$ cat config.mk
export PLATFORM = sky130hd
export DESIGN_NAME = bctl_cell
export DESIGN_NICKNAME = d
export VERILOG_FILES = /design/src/assert_macros.svh /design/src/bctl_pkg.sv /design/src/bctl_cell.sv
export SDC_FILE = /design/constraint.sdc
export NUM_CORES = 1
export LEC_CHECK = 0
export ABC_CLOCK_PERIOD_IN_PS = 3500
export BUFFER_PORTS_ARGS = -buffer_cell sky130_fd_sc_hd__buf_4
export CAP_MARGIN = 15
export CORE_MARGIN = 1
export CORE_UTILIZATION = 49
export DETAILED_ROUTE_END_ITERATION = 10
export GPL_ROUTABILITY_DRIVEN = 0
export HOLD_SLACK_MARGIN = 0.03
export PLACE_DENSITY = 0.84
export SYNTH_ARGS = -nofsm -noshare
export SYNTH_HDL_FRONTEND = slang
export SYNTH_SLANG_ARGS = --single-unit
$ cat constraint.sdc
create_clock -name i_clk -period 3.5 [get_ports i_clk]
set_input_delay 0.525 -clock i_clk [delete_from_list [all_inputs] [get_ports i_clk]]
set_output_delay 0.525 -clock i_clk [all_outputs]
set_load 0.05 [all_outputs]
$ cat src/assert_macros.svh
// assertion helpers, clocked on i_clk and held off while i_rst_n is low
`ifndef ASSERT_MACROS_SVH
`define ASSERT_MACROS_SVH

// condition holds at every rising clock edge
`define ASSERT_ALWAYS(label, cond, msg) \
    label: assert property (@(posedge i_clk) disable iff (!i_rst_n) (cond)) else $error(msg);

// in the cycle after the trigger, the result holds
`define ASSERT_NEXT(label, trig, cond, msg) \
    label: assert property (@(posedge i_clk) disable iff (!i_rst_n) (trig) |=> (cond)) \
        else $error(msg);

`endif

$ cat src/bctl_pkg.sv
// ----------------------------------------------------------------------------
// bctl_pkg
// types and codes shared by the cache tag controller and its entry cells
// ----------------------------------------------------------------------------
package bctl_pkg;

    localparam int C_CELL_IW = 6;

    localparam logic [2:0] OP_LOOKUP_ALLOC = 3'd0;
    localparam logic [2:0] OP_LOOKUP_ONLY  = 3'd1;
    localparam logic [2:0] OP_COMPLETE_OK  = 3'd2;
    localparam logic [2:0] OP_COMPLETE_ERR = 3'd3;
    localparam logic [2:0] OP_FLUSH_FILE   = 3'd4;
    localparam logic [2:0] OP_FLUSH_ALL    = 3'd5;

    localparam logic [2:0] ST_HIT_READY = 3'd0;
    localparam logic [2:0] ST_HIT_BUSY  = 3'd1;
    localparam logic [2:0] ST_ALLOC     = 3'd2;
    localparam logic [2:0] ST_NO_SLOT   = 3'd3;
    localparam logic [2:0] ST_MISS      = 3'd4;
    localparam logic [2:0] ST_DONE      = 3'd5;

    typedef enum logic [2:0] {
        ACT_NONE,
        ACT_TOUCH,
        ACT_ALLOC,
        ACT_DONE_OK,
        ACT_CLEAR,
        ACT_FLUSH_FILE,
        ACT_FLUSH_ALL
    } t_act;

    typedef struct packed {
        logic [2:0]  opcode;
        logic [15:0] file_id;
        logic [47:0] block_number;
        logic [3:0]  entry_index;
    } t_in;

    typedef struct packed {
        logic [2:0] status;
        logic [3:0] result_index;
        logic [4:0] in_flight_count;
    } t_out;

    // broadcast to every cell for the whole pass
    typedef struct packed {
        logic        upd;
        t_act        act;
        logic [3:0]  tgt;
        logic [15:0] file;
        logic [47:0] block;
        logic [63:0] stamp;
        logic [3:0]  idx;
        logic [4:0]  n;
    } t_cmd;

    // travels from cell to cell with the token
    typedef struct packed {
        logic        found;
        logic [3:0]  hit_idx;
        logic        hit_busy;
        logic        have;
        logic [3:0]  vic_idx;
        logic [63:0] vic_stamp;
        logic        cok;
        logic [4:0]  cnt;
    } t_carry;

endpackage

$ cat src/bctl_cell.sv
// ----------------------------------------------------------------------------
// bctl_cell
// one cache entry: tag compare, lru candidate and update on token arrival
// ----------------------------------------------------------------------------
module bctl_cell
    import bctl_pkg::*;
#(
    parameter int P_IDX = 0
) (
    input  logic   i_clk,
    input  logic   i_rst_n,
    input  t_cmd   i_cmd,
    input  logic   i_tok,
    input  t_carry i_carry,
    output logic   o_tok,
    output t_carry o_carry
);

    localparam logic [C_CELL_IW-1:0] L_IDX = C_CELL_IW'(P_IDX);

    logic        r_valid;
    logic [15:0] r_file;
    logic [47:0] r_block;
    logic        r_busy;
    logic [63:0] r_stamp;
    logic        r_tok;
    t_carry      r_carry;

    logic        n_valid;
    logic [15:0] n_file;
    logic [47:0] n_block;
    logic        n_busy;
    logic [63:0] n_stamp;
    t_carry      n_carry;

    logic active;
    logic sel;
    logic clr;

    assign active = L_IDX < {1'b0, i_cmd.n};
    assign sel    = {2'b00, i_cmd.tgt} == L_IDX;

    always_comb begin
        n_valid = r_valid;
        n_file  = r_file;
        n_block = r_block;
        n_busy  = r_busy;
        n_stamp = r_stamp;
        n_carry = i_carry;
        clr     = 1'b0;
        if (!i_cmd.upd) begin
            if (active && !i_carry.found && r_valid && r_file == i_cmd.file
                && r_block == i_cmd.block) begin
                n_carry.found    = 1'b1;
                n_carry.hit_idx  = L_IDX[3:0];
                n_carry.hit_busy = r_busy;
            end
            if (active && !r_busy && (!i_carry.have || r_stamp < i_carry.vic_stamp)) begin
                n_carry.have      = 1'b1;
                n_carry.vic_idx   = L_IDX[3:0];
                n_carry.vic_stamp = r_stamp;
            end
            if (active && {2'b00, i_cmd.idx} == L_IDX && r_valid && r_busy) begin
                n_carry.cok = 1'b1;
            end
        end else begin
            case (i_cmd.act)
                ACT_TOUCH: begin
                    if (sel) n_stamp = i_cmd.stamp;
                end
                ACT_ALLOC: begin
                    if (sel) begin
                        n_valid = 1'b1;
                        n_file  = i_cmd.file;
                        n_block = i_cmd.block;
                        n_busy  = 1'b1;
                        n_stamp = i_cmd.stamp;
                    end
                end
                ACT_DONE_OK: begin
                    if (sel) begin
                        n_stamp = i_cmd.stamp;
                        n_busy  = 1'b0;
                    end
                end
                ACT_CLEAR:      clr = sel;
                ACT_FLUSH_FILE: clr = active && r_valid && r_file == i_cmd.file;
                ACT_FLUSH_ALL:  clr = 1'b1;
                default:        clr = 1'b0;
            endcase
            if (clr) begin
                n_valid = 1'b0;
                n_file  = '0;
                n_block = '0;
                n_busy  = 1'b0;
                n_stamp = '0;
            end
            n_carry.cnt = i_carry.cnt + {4'd0, active && n_busy};
        end
    end

    always_ff @(posedge i_clk) begin
        if (!i_rst_n) begin
            r_valid <= 1'b0;
            r_file  <= '0;
            r_block <= '0;
            r_busy  <= 1'b0;
            r_stamp <= '0;
            r_tok   <= 1'b0;
        end else begin
            r_tok <= i_tok;
            if (i_tok) begin
                r_valid <= n_valid;
                r_file  <= n_file;
                r_block <= n_block;
                r_busy  <= n_busy;
                r_stamp <= n_stamp;
            end
        end
    end

    always_ff @(posedge i_clk) begin
        if (i_tok) r_carry <= n_carry;
    end

    assign o_tok   = r_tok;
    assign o_carry = r_carry;

endmodule

* Word level (Yosys, flattened, before mapping) *
Index checks and enable logic that the tools add are counted.

storage, ports and cells
  bits in writable memories = 0
  bits in latches = 0
  memory bits (read-only) = 0
  input port bits = 229
  output and inout port bits = 82
  memories = 0
  flip-flop bits (word level) = 212

cells by class
  eq/ne operators = 8
  add/subtract/negate cells = 1
  reductions and logical operators = 25
  div/mod/pow operators = 0
  magnitude comparators = 2
  bitwise logic cells = 0
  $mul = 0
  shifts and indexed selects = 0
  mux-type cells = 24

operators with widths
  kind                                                                          count
  64-bit 2-to-1 mux                                                             3
  48-bit 2-to-1 mux                                                             3
  76-bit 2-to-1 mux                                                             1
  69-bit 2-to-1 mux                                                             1
  64-bit less-than comparator                                                   1
  48-bit equality test                                                          1
  16-bit 2-to-1 mux                                                             3
  16-bit equality test                                                          1
  1-bit logical AND                                                             12
  3-bit equality test (second input constant)                                   3
  1-bit 2-to-1 mux                                                              9
  4-bit logical NOT                                                             2
  4-bit AND reduction                                                           2
  3-bit by 2-bit equality test with 1-bit output (second input constant)        2
  6-bit 2-to-1 mux                                                              1
  2-bit nonzero test                                                            3
  5-bit by 1-bit adder with 5-bit output                                        1
  1-bit by 5-bit less-than comparator with 1-bit output (first input constant)  1
  5-bit 2-to-1 mux                                                              1
  3-bit by 1-bit equality test with 1-bit output (second input constant)        1
  1-bit logical NOT                                                             3
  1-bit case mux with 3 select lines                                            1
  3-bit OR reduction                                                            1
  1-bit case mux with 2 select lines                                            1
  other kinds (2)                                                               2

* Depth between registers and ports, before layout *
Gate-level depths: netlist of run 1.

  depth in word-level cells = 10
  mapped depth = 11
  mapped depth without buffers = 9

* Worst setup path after synthesis of run 1 *
OpenSTA, ideal clock, no wires.

  path kind = in2reg
  start = in i_carry[7] (netlist name)
  end = reg r_carry (netlist bit o_carry[54]) (data pin)
  arrival = 2.604 ns
  path buffers = 2
  slack = 0.636 ns
  setup time = 0.260 ns
  data required time = 3.240 ns
  stages on the path = 10
  cell sequence = inv_1 -> ha_1 -> a2111o_1 -> a311o_1 -> o311a_1 -> o21ai_1 -> o21ai_1 -> buf_6 -> buf_6 -> mux2_4

RTL lines
  item                  line              source
  from (decl)           bctl_cell.sv:14   input t_carry i_carry,
  to (signal assigned)  bctl_cell.sv:123  if (i_tok) r_carry <= n_carry;
  to (decl)             bctl_cell.sv:27   t_carry r_carry;

==> impl_metrics.prom, run 1 <==
# TYPE chip_impl_metric gauge
chip_impl_metric{name="arrival_time_at_the_worst_endpoint",unit="ns"} 3.21
chip_impl_metric{name="syn_avg_cell_area",unit="sq um"} 11.4
chip_impl_metric{name="die_h",unit="um"} 146
chip_impl_metric{name="num_rows",unit=""} 52
chip_impl_metric{name="yosysWarnings",unit=""} 0
chip_impl_info{name="rsz0062_at_grt",value="false"} 1
chip_impl_metric{name="post_route_cells_drive_above_1_share",unit="%"} 35.9
chip_impl_metric{name="initial_utilization",unit="%"} 50.2
chip_impl_metric{name="synthesis.instances",unit=""} 890
chip_impl_metric{name="dp_hpwl",unit="um"} 20500
chip_impl_metric{name="placedCellCount",unit=""} 1443
chip_impl_metric{name="grt_start_max_net_pins",unit=""} 70
chip_impl_metric{name="clk_path_buf_depth",unit=""} 3
chip_impl_metric{name="timing.max_slew.rel_slack",unit="%"} 44.9
chip_impl_metric{name="max-cap-violations",unit=""} 0
chip_impl_metric{name="reg2regPathDepth",unit=""} 8
chip_impl_metric{name="core-area",unit="sq um"} 20300
chip_impl_metric{name="worst_reg2reg_setup_slack",unit="ns"} 0.54
chip_impl_metric{name="detail_route.wirelength",unit="um"} 28300
chip_impl_metric{name="netlist_area",unit="sq um"} 10200
chip_impl_metric{name="synth_enable_flop_cells",unit=""} 81
chip_impl_metric{name="die_area",unit="sq um"} 21400
chip_impl_metric{name="finalSetupViolations",unit=""} 0
chip_impl_metric{name="number_of_buffers_inserted_during_clock_tree_synthesis",unit=""} 25
chip_impl_metric{name="number_of_routed_nets_with_antenna_violations",unit=""} 0
chip_impl_metric{name="timing.clock.skew",unit="ns"} 0.0148
chip_impl_info{name="outcome",value="finished, final reports clean"} 1
chip_impl_metric{name="period_share",unit="%"} 84.5
chip_impl_metric{name="hold_buffers",unit=""} 0
chip_impl_metric{name="post-layout-total-power",unit="mW"} 6.26
chip_impl_info{name="critical-path-top-delay-family",value="compound AO/OA/AOI/OAI gates"} 1
chip_impl_metric{name="max_clock_freq",unit="MHz"} 338
chip_impl_info{name="critical_path.slowest_cell",value="a2111o_1"} 1
chip_impl_metric{name="finalCriticalPeriod",unit="ns"} 2.96
chip_impl_metric{name="grt_use_total",unit="%"} 26.1
chip_impl_metric{name="global_route.overflow_total",unit=""} 0
chip_impl_metric{name="design_area",unit="sq um"} 13700
chip_impl_metric{name="antenna_found_initial",unit=""} 0
chip_impl_metric{name="worst_setup_hold_path_clk_slew",unit="ns"} 0.06
chip_impl_metric{name="io_buffers",unit=""} 310
chip_impl_info{name="timing.setup.critical_path_class",value="flop to flop"} 1
chip_impl_info{name="synth.largest_area_cell",value="dfxtp_1"} 1
chip_impl_metric{name="post_layout_nonfiller_instances",unit=""} 1489
chip_impl_metric{name="fin_nets",unit=""} 1494
chip_impl_metric{name="vias_in_the_first_global_route",unit=""} 8373
chip_impl_metric{name="power_density",unit="nW/um^2"} 457
chip_impl_metric{name="irDropWorstVdd",unit="V"} 0.000325
chip_impl_metric{name="fin_util",unit="%"} 67.4
chip_impl_metric{name="setup-tns-final",unit="ns"} 0
chip_impl_metric{name="worst_slew_pin_slew",unit="ns"} 0.819
chip_impl_info{name="worstHoldEndpoint",value="r_stamp[12]$_SDFFE_PN0P_"} 1
chip_impl_metric{name="timing.critical_path.slowest_cell_delay",unit="ns"} 0.39
chip_impl_info{name="tritoncts",value="yes"} 1
chip_impl_metric{name="postSynthRegisterBits",unit=""} 212
chip_impl_info{name="reg2reg_to",value="o_carry[62]$_DFFE_PP_"} 1
chip_impl_metric{name="die_width",unit="um"} 146
chip_impl_metric{name="synth_sequential_area_ratio",unit="%"} 49.6
chip_impl_info{name="synth.area.top_cells",value="dfxtp_1 (26%), edfxtp_1 (24%), ha_1 (8.0%)"} 1
chip_impl_metric{name="drt_iter0_markers",unit=""} 451
chip_impl_metric{name="h_tree_level_count",unit=""} 1
chip_impl_metric{name="mappedNetlistNets",unit=""} 1184
chip_impl_info{name="min_delay_path_class",value="primary input to flop"} 1
chip_impl_info{name="most_used_flip_flop_cell_after_synthesis",value="dfxtp_1"} 1
chip_impl_metric{name="drc",unit=""} 0
chip_impl_info{name="r2r_start",value="r_stamp[1]$_SDFFE_PN0P_"} 1
chip_impl_metric{name="asyncSetResetFlopFracSynth",unit="%"} 0
chip_impl_metric{name="timing.critical_path.buf_inv",unit=""} 1
chip_impl_info{name="endpoint_kind",value="flop"} 1
chip_impl_metric{name="detailed_routing_iterations_pass_1",unit=""} 5
chip_impl_metric{name="viasPerCell",unit=""} 5.55
chip_impl_metric{name="grt_first_pass_wirelength",unit="um"} 44300
chip_impl_info{name="cts.root.buffer_cell",value="clkbuf_16"} 1
chip_impl_metric{name="cts_resized",unit=""} 0
chip_impl_info{name="cell_by_cell_listing_of_the_critical_path",value="ha_1 -> a2111o_1 -> a311o_1 -> o311a_1 -> o21ai_1 -> o21ai_4 -> buf_12 -> mux2_4"} 1
chip_impl_info{name="synthTopCellsByCount",value="dfxtp_1 (131), edfxtp_1 (81), nor2b_1 (71)"} 1
chip_impl_metric{name="cellLeakagePower",unit="nW"} 6.08
chip_impl_metric{name="cts_sinks",unit=""} 212
chip_impl_metric{name="hold_viol_final",unit=""} 0
chip_impl_metric{name="path_max_fanout",unit=""} 30
chip_impl_metric{name="dpl-instance-area",unit="sq um"} 12900
chip_impl_metric{name="ios",unit=""} 311
chip_impl_metric{name="synth_cell_types",unit=""} 52
chip_impl_metric{name="area.sequential",unit="sq um"} 5050
chip_impl_metric{name="area_delta_synth_final",unit="%"} 34.3
chip_impl_metric{name="multiInputGateArea",unit="sq um"} 4700
chip_impl_metric{name="timing_max_transition_violations_final",unit=""} 0
chip_impl_metric{name="wl_per_cell",unit="um"} 19.0
chip_impl_metric{name="num-fill-cells",unit=""} 1496
chip_impl_metric{name="hold_depth",unit=""} 2
chip_impl_metric{name="required",unit="ns"} 3.75
chip_impl_metric{name="clock_latency",unit="ns"} 0.51
chip_impl_info{name="startpoint_type",value="flop"} 1
chip_impl_metric{name="synth_largest_type_area_fraction",unit="%"} 25.7
chip_impl_info{name="min_from",value="i_cmd[21]"} 1
chip_impl_info{name="synth_most_common_cell",value="dfxtp_1"} 1
chip_impl_metric{name="detailroute.via_count",unit=""} 8268
chip_impl_metric{name="cts_setup_buffers",unit=""} 0
-- cell usage in the layout (no fill, tap or decap), types with 7 or more instances in the layout --
master,instances
mux2_4,16
a21oi_1,25
o21ai_0,11
nor4_1,12
buf_4,320
dfxtp_1,131
nand2_1,21
ha_1,65
edfxtp_1,81
nor3_1,10
clkbuf_1,7
a22oi_1,64
xnor2_1,33
nand3_1,9
a22o_1,64
nor2_1,10
xor2_1,28
inv_1,70
nor2b_1,71
mux2_2,51
nand4_1,22
clkbuf_16,26
-- stage by stage --
step,hold WS [ns],worst slack [ns]
after floorplan,0.459,0.636
after global placement,0.483,0.333
after detailed placement,0.488,0.269
after CTS,0.204,0.539
after global routing,0.213,0.432
final,0.220,0.543
-- metal layers --
metal,routed length (um),track usage [%]
met1,10500,30.2
met2,14300,46.3
met3,2550,6.94
met4,988,9.38
met5,0,0
-- worst max-delay path by stage --
stage                             from               endpoint  slack [ns]  depth (start not counted)
2_1_floorplan               i_carry[7]  o_carry[54]$_DFFE_PP_        0.64                         10
3_3_place_gp                i_carry[7]  o_carry[68]$_DFFE_PP_        0.33                         10
3_5_place_dp                i_carry[7]  o_carry[69]$_DFFE_PP_        0.27                         10
4_1_cts        r_stamp[1]$_SDFFE_PN0P_  o_carry[62]$_DFFE_PP_        0.54                          8
5_1_grt        r_stamp[1]$_SDFFE_PN0P_  o_carry[62]$_DFFE_PP_        0.43                          8
6_report       r_stamp[1]$_SDFFE_PN0P_  o_carry[62]$_DFFE_PP_        0.54                          8
-- final cells by class --
type,instances,share of cell area [%]
multi-input cells,566,34.4
well taps,270,2.47
repair buffers,325,18.3
clock buffers,36,5.25
flip-flops and latches,212,36.9
inverters,70,1.92
clock inverters,9,0.759
diodes,1,0.0183
-- kinds of logic after synthesis --
kind of cell | after synthesis | share of synthesized area [%]
AND/OR/NAND/NOR | 174 | 9.85
adder cells (fa/ha/maj) | 65 | 7.98
flip-flops | 212 | 49.6
multiplexers | 67 | 7.99
AO/OA/AOI/OAI | 199 | 14.7
XOR/XNOR | 61 | 5.24
buffers and inverters | 112 | 4.61
-- power by group --
group | total, mW | internal [mW] | switching [mW] | leakage [nW]
Sequential | 2.71 | 2.67 | 0.0441 | 1.88
Clock | 2.57 | 1.57 | 0.999 | 0.407
Combinational | 0.973 | 0.428 | 0.544 | 3.79
Total | 6.26 | 4.67 | 1.59 | 6.08
-- flip-flops by register name, indices dropped and copies added, names as in the netlist --
register	count
o_carry	81
o_tok	1
r_block	48
r_busy	1
r_file	16
r_stamp	64
r_valid	1
-- worst reg2reg max path, delay by kind of cell, from the launching register on --
kind,cells,cell delay [ns]
mux,1,0.33
fa+ha+maj,1,0.26
buf+inv,1,0.27
compound gates,5,1.48
flops,1,0.37
(Power assumes the default switching activity.)
==> run 2: changes to the inputs <==
Settings changed: ABC_CLOCK_PERIOD_IN_PS 3500 to 2810.
Clock period 3.5 ns to 2.81 ns, I/O delays scaled along.
==> run 2 against run 1 <==
Worst hold slack worse by 0.11 ns. Cell area increased by 0.43%. First-iteration DRC count shrank 16%. Non-clock buffer count grew 10. Clock power is 15% higher. Global-route usage shrank 0.64 points. Flip-flop and latch count is the same. Worst setup slack lost 0.44 ns. Wire length fell by 0.99%. Largest power group unchanged.
==> impl_metrics.prom, run 2 (same netlist as run 1, synthesis figures left out) <==
# TYPE chip_impl_metric gauge
chip_impl_metric{name="timing_max_transition_violations_final",unit=""} 0
chip_impl_metric{name="vias_in_the_first_global_route",unit=""} 8200
chip_impl_metric{name="die_area",unit="sq um"} 21400
chip_impl_metric{name="timing.clock.skew",unit="ns"} 0.0170
chip_impl_metric{name="placedCellCount",unit=""} 1453
chip_impl_metric{name="max_clock_freq",unit="MHz"} 369
chip_impl_metric{name="timing.max_slew.rel_slack",unit="%"} 23.8
chip_impl_metric{name="worst_reg2reg_setup_slack",unit="ns"} 0.1
chip_impl_info{name="endpoint_kind",value="flop"} 1
chip_impl_metric{name="finalCriticalPeriod",unit="ns"} 2.71
chip_impl_metric{name="irDropWorstVdd",unit="V"} 0.000357
chip_impl_metric{name="detail_route.wirelength",unit="um"} 28000
chip_impl_metric{name="area_delta_synth_final",unit="%"} 34.9
chip_impl_metric{name="detailed_routing_iterations_pass_1",unit=""} 5
chip_impl_metric{name="fin_nets",unit=""} 1503
chip_impl_metric{name="cts_sinks",unit=""} 212
chip_impl_info{name="rsz0062_at_grt",value="false"} 1
chip_impl_metric{name="post_route_cells_drive_above_1_share",unit="%"} 36.3
chip_impl_metric{name="core-area",unit="sq um"} 20300
chip_impl_metric{name="clk_path_buf_depth",unit=""} 3
chip_impl_info{name="min_delay_path_class",value="primary input to flop"} 1
chip_impl_metric{name="hold_depth",unit=""} 2
chip_impl_metric{name="area.sequential",unit="sq um"} 5050
chip_impl_metric{name="num-fill-cells",unit=""} 1500
chip_impl_info{name="layout.cells.most_common_list",value="buf_4 (326), dfxtp_1 (131), edfxtp_1 (81), nor2b_1 (71), inv_1 (70)"} 1
chip_impl_metric{name="drt_iter0_markers",unit=""} 377
chip_impl_metric{name="initial_utilization",unit="%"} 50.2
chip_impl_metric{name="number_of_buffers_inserted_during_clock_tree_synthesis",unit=""} 24
chip_impl_info{name="outcome",value="finished, final reports clean"} 1
chip_impl_metric{name="path_max_fanout",unit=""} 22
chip_impl_metric{name="period_share",unit="%"} 96.5
chip_impl_metric{name="final.hold.worst_slack",unit="ns"} 0.114
chip_impl_metric{name="finalSetupViolations",unit=""} 0
chip_impl_metric{name="number_of_routed_nets_with_antenna_violations",unit=""} 0
chip_impl_metric{name="detailroute.via_count",unit=""} 8242
chip_impl_metric{name="setup-tns-final",unit="ns"} 0
chip_impl_metric{name="global_route.overflow_total",unit=""} 0
chip_impl_metric{name="cts_resized",unit=""} 0
chip_impl_metric{name="num_rows",unit=""} 52
chip_impl_metric{name="clock_latency",unit="ns"} 0.51
chip_impl_info{name="timing.setup.critical_path_class",value="flop to flop"} 1
chip_impl_metric{name="dp_worst_setup_slack",unit="ns"} -0.140
chip_impl_metric{name="h_tree_level_count",unit=""} 1
chip_impl_metric{name="hold_buffers",unit=""} 0
chip_impl_info{name="worstHoldEndpoint",value="r_stamp[59]$_SDFFE_PN0P_"} 1
chip_impl_metric{name="hold_viol_final",unit=""} 0
chip_impl_metric{name="antenna_found_initial",unit=""} 3
chip_impl_metric{name="cts_setup_buffers",unit=""} 0
chip_impl_info{name="startpoint_type",value="flop"} 1
chip_impl_metric{name="design_area",unit="sq um"} 13700
chip_impl_info{name="min_from",value="i_cmd[68]"} 1
chip_impl_metric{name="dp_hpwl",unit="um"} 20600
chip_impl_info{name="tritoncts",value="yes"} 1
chip_impl_info{name="r2r_start",value="r_stamp[1]$_SDFFE_PN0P_"} 1
chip_impl_metric{name="ios",unit=""} 311
chip_impl_metric{name="viasPerCell",unit=""} 5.49
chip_impl_metric{name="grt_first_pass_wirelength",unit="um"} 43200
chip_impl_metric{name="die_width",unit="um"} 146
chip_impl_metric{name="final_critical_path_setup_slack",unit="ns"} 0.0997
chip_impl_metric{name="io_buffers",unit=""} 310
chip_impl_metric{name="wl_per_cell",unit="um"} 18.7
chip_impl_metric{name="worst_slew_pin_slew",unit="ns"} 1.14
chip_impl_metric{name="grt_start_max_net_pins",unit=""} 84
chip_impl_metric{name="reg2regPathDepth",unit=""} 8
chip_impl_info{name="reg2reg_to",value="o_carry[56]$_DFFE_PP_"} 1
chip_impl_info{name="cts.root.buffer_cell",value="clkbuf_16"} 1
chip_impl_info{name="critical_path.slowest_cell",value="dfxtp_1"} 1
chip_impl_metric{name="cellLeakagePower",unit="nW"} 6.11
chip_impl_metric{name="required",unit="ns"} 3.07
chip_impl_metric{name="power_density",unit="nW/um^2"} 551
chip_impl_metric{name="dpl-instance-area",unit="sq um"} 13000
chip_impl_metric{name="number_of_flip_flops_under_the_largest_register_name",unit=""} 81
chip_impl_metric{name="post-layout-total-power",unit="mW"} 7.57
chip_impl_metric{name="arrival_time_at_the_worst_endpoint",unit="ns"} 2.97
chip_impl_metric{name="multiInputGateArea",unit="sq um"} 4700
chip_impl_info{name="cell_by_cell_listing_of_the_critical_path",value="ha_1 -> a2111o_1 -> a311o_1 -> o311a_1 -> o21ai_1 -> o21ai_4 -> buf_12 -> mux2_4"} 1
chip_impl_info{name="leading_cell_type_in_the_layout_fill_and_taps_excluded",value="buf_4"} 1
chip_impl_metric{name="die_h",unit="um"} 146
chip_impl_metric{name="worst_setup_hold_path_clk_slew",unit="ns"} 0.06
chip_impl_metric{name="timing.critical_path.slowest_cell_delay",unit="ns"} 0.36
chip_impl_metric{name="grt_use_total",unit="%"} 25.5
chip_impl_metric{name="post_layout_nonfiller_instances",unit=""} 1500
chip_impl_metric{name="fin_util",unit="%"} 67.7
chip_impl_metric{name="drc",unit=""} 0
chip_impl_metric{name="max-cap-violations",unit=""} 0
## run 2: cell types whose count changed in the layout (fill, tap and decap cells not counted), moves of 2 or more
cell        delta
buf_4          +6
buf_12         +4
bufinv_16      -2
clkinv_4       -2
clkinvlp_4     +2
diode_2        +2
## run 2: how the worst max path moves through the flow
stage          slack (ns)                    start               endpoint  cells after the start
2_1_floorplan        0.05               i_carry[7]  o_carry[54]$_DFFE_PP_                     10
3_3_place_gp        -0.12               i_carry[7]  o_carry[54]$_DFFE_PP_                     10
3_5_place_dp        -0.14               i_carry[7]  o_carry[65]$_DFFE_PP_                     10
4_1_cts              0.09  r_stamp[1]$_SDFFE_PN0P_  o_carry[56]$_DFFE_PP_                      8
5_1_grt              0.02  r_stamp[1]$_SDFFE_PN0P_  o_carry[69]$_DFFE_PP_                      8
6_report              0.1  r_stamp[1]$_SDFFE_PN0P_  o_carry[56]$_DFFE_PP_                      8
## run 2: cell type report
type	count	share of cell area, %
multi-input cells	566	34.2
inverters	70	1.91
diodes	3	0.0546
flip-flops and latches	212	36.8
clock inverters	8	0.319
repair buffers	335	19.1
clock buffers	36	5.14
well taps	270	2.46
## run 2: report_power, final
part           internal (mW)  leakage [nW]  switching, mW
logic                  0.550          3.86          0.678
registers               3.33          1.88         0.0547
clock network           1.73         0.367           1.23
## run 2: worst max-delay path, delay by kind of cell (launching register included)
kind / cells / cell delay, ns
buf+inv: 1 / 0.19
flops: 1 / 0.36
mux: 1 / 0.31
fa+ha+maj: 1 / 0.24
compound gates: 5 / 1.36
## run 2: routing by layer
layer	GRT usage (%)	vias up	share of wire (%)
met2	43.9	335	49
met1	29.5	3907	38
met5	0	-	0
met3	6.91	79	8.5
li1	-	3921	-
met4	11.6	0	4.2
